[config.mk]
export PLATFORM = sky130hd
export DESIGN_NAME = fast_atan2_rational
export DESIGN_NICKNAME = d
export VERILOG_FILES = /design/src/fat_pkg.sv /design/src/fat_prep.sv /design/src/fat_div.sv /design/src/fat_poly.sv /design/src/fast_atan2_rational.sv
export VERILOG_INCLUDE_DIRS = /design/src /design/src/src
export SDC_FILE = /design/constraint.sdc
export NUM_CORES = 2
export LEC_CHECK = 0
export BUFFER_PORTS_ARGS = -buffer_cell sky130_fd_sc_hd__buf_2
export CAP_MARGIN = 20
export CORE_MARGIN = 1
export CORE_UTILIZATION = 55
export DETAILED_ROUTE_END_ITERATION = 16
export PLACE_DENSITY = 0.74
export SETUP_SLACK_MARGIN = 0.2
export SLEW_MARGIN = 25
export SYNTH_ARGS = -nofsm -noshare
export SYNTH_HDL_FRONTEND = slang
export SYNTH_SLANG_ARGS = --single-unit
[constraint.sdc]
create_clock -name clk_i -period 10.46 [get_ports clk_i]
set_input_delay 0 -clock clk_i [delete_from_list [all_inputs] [get_ports clk_i]]
set_output_delay 0 -clock clk_i [all_outputs]
set_load 0.01 [all_outputs]
[src/fast_atan2_rational_defines.svh]
// Assertion macros for the arctangent pipeline checks.
`ifndef FAST_ATAN2_RATIONAL_DEFINES_SVH
`define FAST_ATAN2_RATIONAL_DEFINES_SVH

`ifndef SYNTHESIS

// Same-cycle implication, sampled on clk_i, off during reset.
`define FAT_ASSERT_IMPL(lbl, ante, cons) \
  lbl: assert property (@(posedge clk_i) disable iff (!rst_ni) (ante) |-> (cons)) \
    else $error("fat assertion failed");

// Next-cycle implication, sampled on clk_i, off during reset.
`define FAT_ASSERT_NEXT(lbl, ante, cons) \
  lbl: assert property (@(posedge clk_i) disable iff (!rst_ni) (ante) |=> (cons)) \
    else $error("fat assertion failed");

`else

`define FAT_ASSERT_IMPL(lbl, ante, cons)
`define FAT_ASSERT_NEXT(lbl, ante, cons)

`endif

`endif

[src/fat_pkg.sv]
// Shared widths, constants and payload types of the arctangent pipeline.
package fat_pkg;

  localparam int IN_W     = 16;                      // vector component width
  localparam int DEN_W    = IN_W + 1;                // |x| + |y| fits here
  localparam int REM_W    = IN_W + 2;                // shifted partial remainder
  localparam int Q_W      = 16;                      // ratio magnitude, Q1.15 plus one
  localparam int ANG_W    = 16;                      // Q2.13 angle
  localparam int R2_W     = Q_W + 1;                 // (r*r)>>15, 0..32768 signed
  localparam int T_W      = Q_W + 1;                 // A*r2 - B, signed
  localparam int P_W      = Q_W + 1;                 // (t*r)>>15, signed
  localparam int SUM_W    = ANG_W + 2;
  localparam int STEPS_PER_STAGE = 2;
  localparam int DIV_STAGES      = Q_W / STEPS_PER_STAGE;
  localparam int POLY_STAGES     = 4;
  localparam int S_TDATA_W = ((2 * IN_W + 7) / 8) * 8;
  localparam int M_TDATA_W = ((ANG_W + 7) / 8) * 8;

  localparam logic signed [Q_W-1:0]   R_MIN      = 16'sh8000;  // -1.0
  localparam logic signed [Q_W-1:0]   R_MAX      = 16'sh7fff;
  localparam logic signed [Q_W-1:0]   COEF_A     = 16'sd6432;   // 0.1963
  localparam logic signed [T_W-1:0]   COEF_B     = 17'sd32168;  // 0.9817
  localparam logic signed [ANG_W-1:0] BASE_QTR   = 16'sd6434;   // pi/4
  localparam logic signed [ANG_W-1:0] BASE_3QTR  = 16'sd19302;  // 3pi/4
  localparam logic signed [ANG_W-1:0] ANGLE_MIN  = -16'sd25736;
  localparam logic signed [ANG_W-1:0] ANGLE_MAX  = 16'sd25736;

  typedef struct packed {
    logic neg;      // numerator negative
    logic zero;     // zero vector, ratio forced to -1
    logic base_hi;  // x < 0, base 3pi/4
    logic yneg;     // y < 0, negate the angle
  } side_t;

  typedef struct packed {
    logic [REM_W-1:0] rem;
    logic [DEN_W-1:0] den;
    logic [Q_W-1:0]   quo;
    side_t            side;
  } div_t;

  typedef struct packed {
    logic [REM_W-1:0] rem;
    logic             qbit;
  } div_step_t;

  // One restoring division step; the first quotient bit takes no shift.
  function automatic div_step_t div_step(logic [REM_W-1:0] rem, logic [DEN_W-1:0] den,
                                         logic shl);
    logic [REM_W-1:0] trial;
    logic [REM_W-1:0] dext;
    div_step_t        res;
    trial = shl ? {rem[REM_W-2:0], 1'b0} : rem;
    dext  = REM_W'(den);
    if (trial >= dext) begin
      res.rem  = trial - dext;
      res.qbit = 1'b1;
    end else begin
      res.rem  = trial;
      res.qbit = 1'b0;
    end
    return res;
  endfunction

endpackage

[src/fat_prep.sv]
// Input stage: folds the vector into a numerator and denominator for the ratio.
module fat_prep (
  input  logic                      clk_i,
  input  logic                      rst_ni,
  input  logic                      in_valid_i,
  output logic                      in_ready_o,
  input  logic [fat_pkg::IN_W-1:0]  x_i,
  input  logic [fat_pkg::IN_W-1:0]  y_i,
  output logic                      out_valid_o,
  input  logic                      out_ready_i,
  output fat_pkg::div_t             out_o
);
  import fat_pkg::*;

  logic                    v_q;
  div_t                    d_q;
  div_t                    d_d;
  logic                    rdy;
  logic signed [IN_W+1:0]  xs;
  logic signed [IN_W+1:0]  ys;
  logic signed [IN_W+1:0]  ays;
  logic signed [IN_W+1:0]  num;
  logic signed [IN_W+1:0]  den;
  logic [IN_W+1:0]         nmag;

  always_comb begin
    xs  = (IN_W+2)'($signed(x_i));
    ys  = (IN_W+2)'($signed(y_i));
    ays = ys[IN_W+1] ? -ys : ys;
    if (xs[IN_W+1]) begin
      num = xs + ays;
      den = ays - xs;
    end else begin
      num = xs - ays;
      den = xs + ays;
    end
    nmag = num[IN_W+1] ? (IN_W+2)'(-num) : (IN_W+2)'(num);
    d_d.rem          = REM_W'(nmag);
    d_d.den          = den[DEN_W-1:0];
    d_d.quo          = '0;
    d_d.side.neg     = num[IN_W+1];
    d_d.side.zero    = (den == '0);
    d_d.side.base_hi = xs[IN_W+1];
    d_d.side.yneg    = ys[IN_W+1];
  end

  assign rdy = !v_q || out_ready_i;

  always_ff @(posedge clk_i or negedge rst_ni) begin
    if (!rst_ni) begin
      v_q <= 1'b0;
    end else if (rdy) begin
      v_q <= in_valid_i;
    end
  end

  always_ff @(posedge clk_i) begin
    if (rdy && in_valid_i) begin
      d_q <= d_d;
    end
  end

  assign in_ready_o  = rdy;
  assign out_valid_o = v_q;
  assign out_o       = d_q;

endmodule

[src/fat_div.sv]
// Pipelined restoring divider: two quotient bits per stage, ratio in Q1.15.
module fat_div (
  input  logic          clk_i,
  input  logic          rst_ni,
  input  logic          in_valid_i,
  output logic          in_ready_o,
  input  fat_pkg::div_t in_i,
  output logic          out_valid_o,
  input  logic          out_ready_i,
  output fat_pkg::div_t out_o
);
  import fat_pkg::*;

  logic [DIV_STAGES-1:0] v_q;
  logic [DIV_STAGES-1:0] vin;
  logic [DIV_STAGES:0]   rdy;
  div_t                  d_q [DIV_STAGES];
  div_t                  d_d [DIV_STAGES];

  assign rdy[DIV_STAGES] = out_ready_i;

  for (genvar k = 0; k < DIV_STAGES; k++) begin : g_stage
    div_t din;

    if (k == 0) begin : g_first
      assign vin[k] = in_valid_i;
      assign din    = in_i;
    end else begin : g_next
      assign vin[k] = v_q[k-1];
      assign din    = d_q[k-1];
    end

    always_comb begin
      div_t      cur;
      div_step_t st;
      cur = din;
      for (int j = 0; j < STEPS_PER_STAGE; j++) begin
        st      = div_step(cur.rem, cur.den, !((k == 0) && (j == 0)));
        cur.rem = st.rem;
        cur.quo = {cur.quo[Q_W-2:0], st.qbit};
      end
      d_d[k] = cur;
    end

    assign rdy[k] = !v_q[k] || rdy[k+1];

    always_ff @(posedge clk_i or negedge rst_ni) begin
      if (!rst_ni) begin
        v_q[k] <= 1'b0;
      end else if (rdy[k]) begin
        v_q[k] <= vin[k];
      end
    end

    always_ff @(posedge clk_i) begin
      if (rdy[k] && vin[k]) begin
        d_q[k] <= d_d[k];
      end
    end
  end

  assign in_ready_o  = rdy[0];
  assign out_valid_o = v_q[DIV_STAGES-1];
  assign out_o       = d_q[DIV_STAGES-1];

endmodule

[src/fat_poly.sv]
// Polynomial back end: signed ratio, cubic correction, base offset and sign.
module fat_poly (
  input  logic                      clk_i,
  input  logic                      rst_ni,
  input  logic                      in_valid_i,
  output logic                      in_ready_o,
  input  fat_pkg::div_t             in_i,
  output logic                      out_valid_o,
  input  logic                      out_ready_i,
  output logic [fat_pkg::ANG_W-1:0] angle_o
);
  import fat_pkg::*;

  logic [POLY_STAGES-1:0] v_q;
  logic [POLY_STAGES-1:0] vin;
  logic [POLY_STAGES:0]   rdy;

  // stage 1: r and r*r
  logic signed [Q_W-1:0]    r;
  logic signed [2*Q_W-1:0]  rr;
  logic signed [R2_W-1:0]   r2_d, r2_q;
  logic signed [Q_W-1:0]    r1_q;
  side_t                    s1_q;
  // stage 2: t = A*r2 - B
  logic signed [2*Q_W-1:0]  ar2;
  logic signed [T_W-1:0]    t_d, t_q;
  logic signed [Q_W-1:0]    r2r_q;
  side_t                    s2_q;
  // stage 3: p = t*r
  logic signed [T_W+Q_W-1:0] tr;
  logic signed [P_W-1:0]    p_d, p_q;
  side_t                    s3_q;
  // stage 4: angle
  logic signed [SUM_W-1:0]  base;
  logic signed [SUM_W-1:0]  sum;
  logic signed [SUM_W-1:0]  ang;
  logic [ANG_W-1:0]         ang_d, ang_q;

  always_comb begin
    priority if (in_i.side.zero) begin
      r = R_MIN;
    end else if (in_i.side.neg) begin
      r = -$signed(in_i.quo);
    end else if (in_i.quo[Q_W-1]) begin
      r = R_MAX;  // ratio of exactly +1 saturates
    end else begin
      r = $signed(in_i.quo);
    end
    rr   = (2*Q_W)'(r) * (2*Q_W)'(r);
    r2_d = R2_W'(rr >>> 15);

    ar2 = (2*Q_W)'(COEF_A) * (2*Q_W)'(r2_q);
    t_d = T_W'(ar2 >>> 15) - COEF_B;

    tr  = (T_W+Q_W)'(t_q) * (T_W+Q_W)'(r2r_q);
    p_d = P_W'(tr >>> 15);

    base  = s3_q.base_hi ? SUM_W'(BASE_3QTR) : SUM_W'(BASE_QTR);
    sum   = base + SUM_W'(p_q >>> 2);
    ang   = s3_q.yneg ? -sum : sum;
    ang_d = ang[ANG_W-1:0];
  end

  assign vin = {v_q[POLY_STAGES-2:0], in_valid_i};
  assign rdy[POLY_STAGES] = out_ready_i;

  for (genvar k = 0; k < POLY_STAGES; k++) begin : g_rdy
    assign rdy[k] = !v_q[k] || rdy[k+1];
  end

  always_ff @(posedge clk_i or negedge rst_ni) begin
    if (!rst_ni) begin
      v_q <= '0;
    end else begin
      for (int k = 0; k < POLY_STAGES; k++) begin
        if (rdy[k]) begin
          v_q[k] <= vin[k];
        end
      end
    end
  end

  always_ff @(posedge clk_i) begin
    if (rdy[0] && vin[0]) begin
      r2_q <= r2_d;
      r1_q <= r;
      s1_q <= in_i.side;
    end
    if (rdy[1] && vin[1]) begin
      t_q   <= t_d;
      r2r_q <= r1_q;
      s2_q  <= s1_q;
    end
    if (rdy[2] && vin[2]) begin
      p_q  <= p_d;
      s3_q <= s2_q;
    end
    if (rdy[3] && vin[3]) begin
      ang_q <= ang_d;
    end
  end

  assign in_ready_o  = rdy[0];
  assign out_valid_o = v_q[POLY_STAGES-1];
  assign angle_o     = ang_q;

endmodule

[src/fast_atan2_rational.sv]
// Pipeline: 1 fold, 8 divider and 4 polynomial stages from request to angle.
// Throughput: one request per cycle when not stalled; every stage has a valid bit and ready,
// so empty stages keep filling while a finished angle waits on m_axis_tready_i.
// The 16 quotient bits of the ratio divider, two per stage, set the depth.
// Reset (rst_ni low, asynchronous) clears all valid bits; data registers keep contents.
module fast_atan2_rational (
  input  logic                          clk_i,
  input  logic                          rst_ni,
  input  logic                          s_axis_tvalid_i,
  output logic                          s_axis_tready_o,
  input  logic [fat_pkg::S_TDATA_W-1:0] s_axis_tdata_i,  // x_coord, y_coord
  output logic                          m_axis_tvalid_o,
  input  logic                          m_axis_tready_i,
  output logic [fat_pkg::M_TDATA_W-1:0] m_axis_tdata_o   // angle
);
  import fat_pkg::*;

  logic             prep_v, prep_r;
  div_t             prep_d;
  logic             div_v, div_r;
  div_t             div_d;
  logic [ANG_W-1:0] angle;

  fat_prep u_prep (
    .clk_i       (clk_i),
    .rst_ni      (rst_ni),
    .in_valid_i  (s_axis_tvalid_i),
    .in_ready_o  (s_axis_tready_o),
    .x_i         (s_axis_tdata_i[IN_W-1:0]),
    .y_i         (s_axis_tdata_i[2*IN_W-1:IN_W]),
    .out_valid_o (prep_v),
    .out_ready_i (prep_r),
    .out_o       (prep_d)
  );

  fat_div u_div (
    .clk_i       (clk_i),
    .rst_ni      (rst_ni),
    .in_valid_i  (prep_v),
    .in_ready_o  (prep_r),
    .in_i        (prep_d),
    .out_valid_o (div_v),
    .out_ready_i (div_r),
    .out_o       (div_d)
  );

  fat_poly u_poly (
    .clk_i       (clk_i),
    .rst_ni      (rst_ni),
    .in_valid_i  (div_v),
    .in_ready_o  (div_r),
    .in_i        (div_d),
    .out_valid_o (m_axis_tvalid_o),
    .out_ready_i (m_axis_tready_i),
    .angle_o     (angle)
  );

  assign m_axis_tdata_o = M_TDATA_W'(angle);

`include "fast_atan2_rational_defines.svh"

  `FAT_ASSERT_IMPL(a_zero_flag_den, prep_v, (prep_d.den == '0) == prep_d.side.zero)
  `FAT_ASSERT_IMPL(a_quo_bound, div_v && !div_d.side.zero, div_d.quo <= 16'h8000)
  `FAT_ASSERT_IMPL(a_angle_range, m_axis_tvalid_o, ($signed(angle) >= ANGLE_MIN) && ($signed(angle) <= ANGLE_MAX))

endmodule

==> impl_metrics.json <==
{
  "htreeDepth": 2,
  "clk_pin_slew_worst_paths_ns": 0.06,
  "crit_arrival_ns": 9.65,
  "design.die.area_sq_um": 99000,
  "max_freq_mhz": 108,
  "place_congestion": 0.925,
  "drive_above_1_share_pct": 7.03,
  "rsz0062_at_grt": "false",
  "grt_pass1_vias": 37700,
  "whs_ns": 0.0835,
  "track_usage_pct": 23.3,
  "yosys.area.top_type": "edfxtp_1",
  "finish.net_count": 6524,
  "wl_per_cell_microns": 16.7,
  "synthFlopType": "edfxtp_1",
  "vias": 37300,
  "ys_ff_latch": 496,
  "cp-start-kind": "register",
  "die_h_microns": 315,
  "hpwl_mm": 90.7,
  "core_area_sq_um": 96700,
  "synth_edf_count": 483,
  "async_flop_share_pct": 2.62,
  "final_max_slew_viol_count": 0,
  "critPathKind": "reg2reg",
  "port_buffers": 53,
  "cts_buffer_depth": 3,
  "min_period_ns": 9.28,
  "yosysTopAreaCellShare_pct": 27.0,
  "cp_max_fo": 11,
  "synth_cell_type_count": 88,
  "drt_pass1_iterations": 6,
  "synth_warnings": 0,
  "worstMarginPinSlew_ns": 1.06,
  "clock_sinks": 496,
  "antenna_left": 0,
  "seq_area_frac_synth_pct": 27.6,
  "synth.area.top_cells": "edfxtp_1 (27%), fa_1 (20%), ha_1 (13%)",
  "die_w_microns": 315,
  "grt_pass1_wl_mm": 188,
  "maxCapViolCount": 0,
  "setup_viol": 0,
  "crit_required_ns": 10.83,
  "num-fill-cells": 8059,
  "fin_ws_ns": 1.18,
  "pre_cts_ws_ns": 1.37,
  "setup-tns-final_ns": 0,
  "start_util_pct": 55.6,
  "hp-class": "in2reg",
  "relSlewSlack_pct": 29.2,
  "r2r_setup_slack_ns": 1.18,
  "end_kind": "register",
  "finalHoldViolations": 0,
  "viasPerCell": 5.55,
  "cts_resized": 0,
  "finClkSkew_ns": 0.0350,
  "grt_antenna_before_repair": 1,
  "post_cts_buffers": 0,
  "syn-cell-area_sq_um": 53700,
  "grt_max_degree": 53,
  "run_status": "finished clean",
  "cts_made_buffers": 56,
  "cp_slowest_cell": "a211oi_1",
  "area_growth_pct": 6.64,
  "syn_inst": 5373,
  "drc": 0,
  "period_share_pct": 88.7,
  "io_pins": 54,
  "synth_most_common_cell": "inv_1",
  "grt.overflow.total": 0,
  "drtIter0Drc": 2477,
  "rows": 114,
  "cts_tree": "yes",
  "cp_slowest_stage_delay_ns": 0.89,
  "yosys-top-cells-count": "inv_1 (916), ha_1 (557), fa_1 (539)",
  "cts_root_buf": "clkbuf_16",
  "worstSkewPairLatency_ns": 0.64,
  "routed_wirelength_mm": 112,
  "avgSynthCellArea_sq_um": 10.0,
  "cp_common_cell": "fa_1"
}
cells by family (layout without fill, tap and decap cells):
group,Yosys count,count (layout),share of synthesized area [%]
DFF,496,496,27.6
adders and majority gates,1096,1096,33.0
buffers and inverters,1040,1101,7.30
AOI/OAI and AO/OA,923,923,11.1
and+or+nand+nor,1275,1275,11.4
muxes,158,158,3.29
other,2,4,0.0140
xor gates and xnor gates,383,383,6.24
metal layers:
metal	track usage [%]	share of wire, %
met1	31.7	44
met2	39.8	49
met3	2.27	4.1
met4	6.03	2.6
met5	0	0
cell type report:
type | count | area, sq um | area share (%)
multi-input combinational | 3838 | 35100 | 61.2
sequential | 496 | 14800 | 25.9
inverter | 923 | 3460 | 6.05
tap | 1276 | 1600 | 2.79
clock buffer | 68 | 1490 | 2.60
timing repair buffer | 77 | 465 | 0.812
clock inverter | 33 | 385 | 0.672
antenna | 1 | 2.50 | 0.00437
registers in the layout (all words and copies together) (netlist names), 2 cells and up:
| register | cells |
|---|---|
| u_div.v_q | 7 |
| u_prep.out_o | 38 |
| u_poly.r2r_q | 16 |
| u_poly.r2_q | 17 |
| u_poly.p_q | 15 |
| u_poly.s2_q | 2 |
| u_poly.r1_q | 16 |
| u_poly.t_q | 17 |
| u_poly.s3_q | 2 |
| u_poly.angle_o | 16 |
| u_div.d_q | 342 |
| u_poly.s1_q | 2 |
| u_poly.v_q | 4 |
repair_timing:
item / 4_1_cts / 5_1_grt
endpoints found under the setup margin: 0 / 0
hold buffers: 8 / 0
hold endpoints to repair: 21 / 0
placed cells by master, fill, tap and decap left out, drive strengths merged, types with 12 or more instances in the layout:
cell / Yosys / routed
nor2: 310 / 310
nor2b: 44 / 44
and2: 138 / 138
nand2: 406 / 406
a31oi: 31 / 31
or4: 15 / 15
dfrtp: 13 / 13
ha: 557 / 557
a211o: 12 / 12
a21oi: 287 / 287
o21bai: 39 / 39
nor4: 12 / 12
and3: 28 / 28
xor2: 111 / 111
clkbuf: 98 / 68
nand3: 48 / 48
nor3: 76 / 76
clkinv: 6 / 24
nand4: 38 / 38
a21boi: 21 / 21
fa: 539 / 539
a21o: 131 / 131
mux2: 149 / 149
a211oi: 21 / 21
o21ai: 178 / 178
inv: 917 / 921
buf: 19 / 69
o21a: 53 / 53
a31o: 17 / 17
or2: 27 / 27
edfxtp: 483 / 483
nand2b: 74 / 74
or3: 25 / 25
xnor2: 272 / 272
o31ai: 24 / 24
through the flow:
stage / instances / utilization [%] / cell area, sq um
2_1_floorplan: 5374 / - / 53700
3_3_place_gp: 6602 / 57.2 / 55300
3_5_place_dp: 6602 / 57.2 / 55300
4_1_cts: 6711 / 59.2 / 57300
5_1_grt: 6711 / 59.3 / 57300
6_report: 6712 / 59.3 / 57300
worst max-delay path: cells and delay by family (launching register included):
kind                       cells  cell delay [ns]
AOI/OAI and AO/OA             10             3.04
buffers and inverters          4             0.63
xor gates and xnor gates       3             0.33
adders and majority gates      7             2.91
DFF                            1             0.48
and+or+nand+nor                5             1.62
worst paths after layout:
| path | startpoint | end | depth (start not counted) |
|---|---|---|---|
| hold reg to reg | u_div.d_q[1][63] | u_div.d_q[1][120] | 0 |
| hold / removal | s_axis_tdata_i[0] | u_prep.out_o[38] | 6 |
| min in group asynchronous | rst_ni | u_poly.v_q[0] | 3 |
| setup / recovery | u_div.d_q[1][174] | u_poly.r2_q[16] | 29 |
| max in group asynchronous | rst_ni | u_poly.v_q[3] | 3 |
| setup reg to reg | u_div.d_q[1][174] | u_poly.r2_q[16] | 29 |
Power is not shown: default switching activity piles up to over one toggle a cycle in this logic, so the estimate is an artifact.
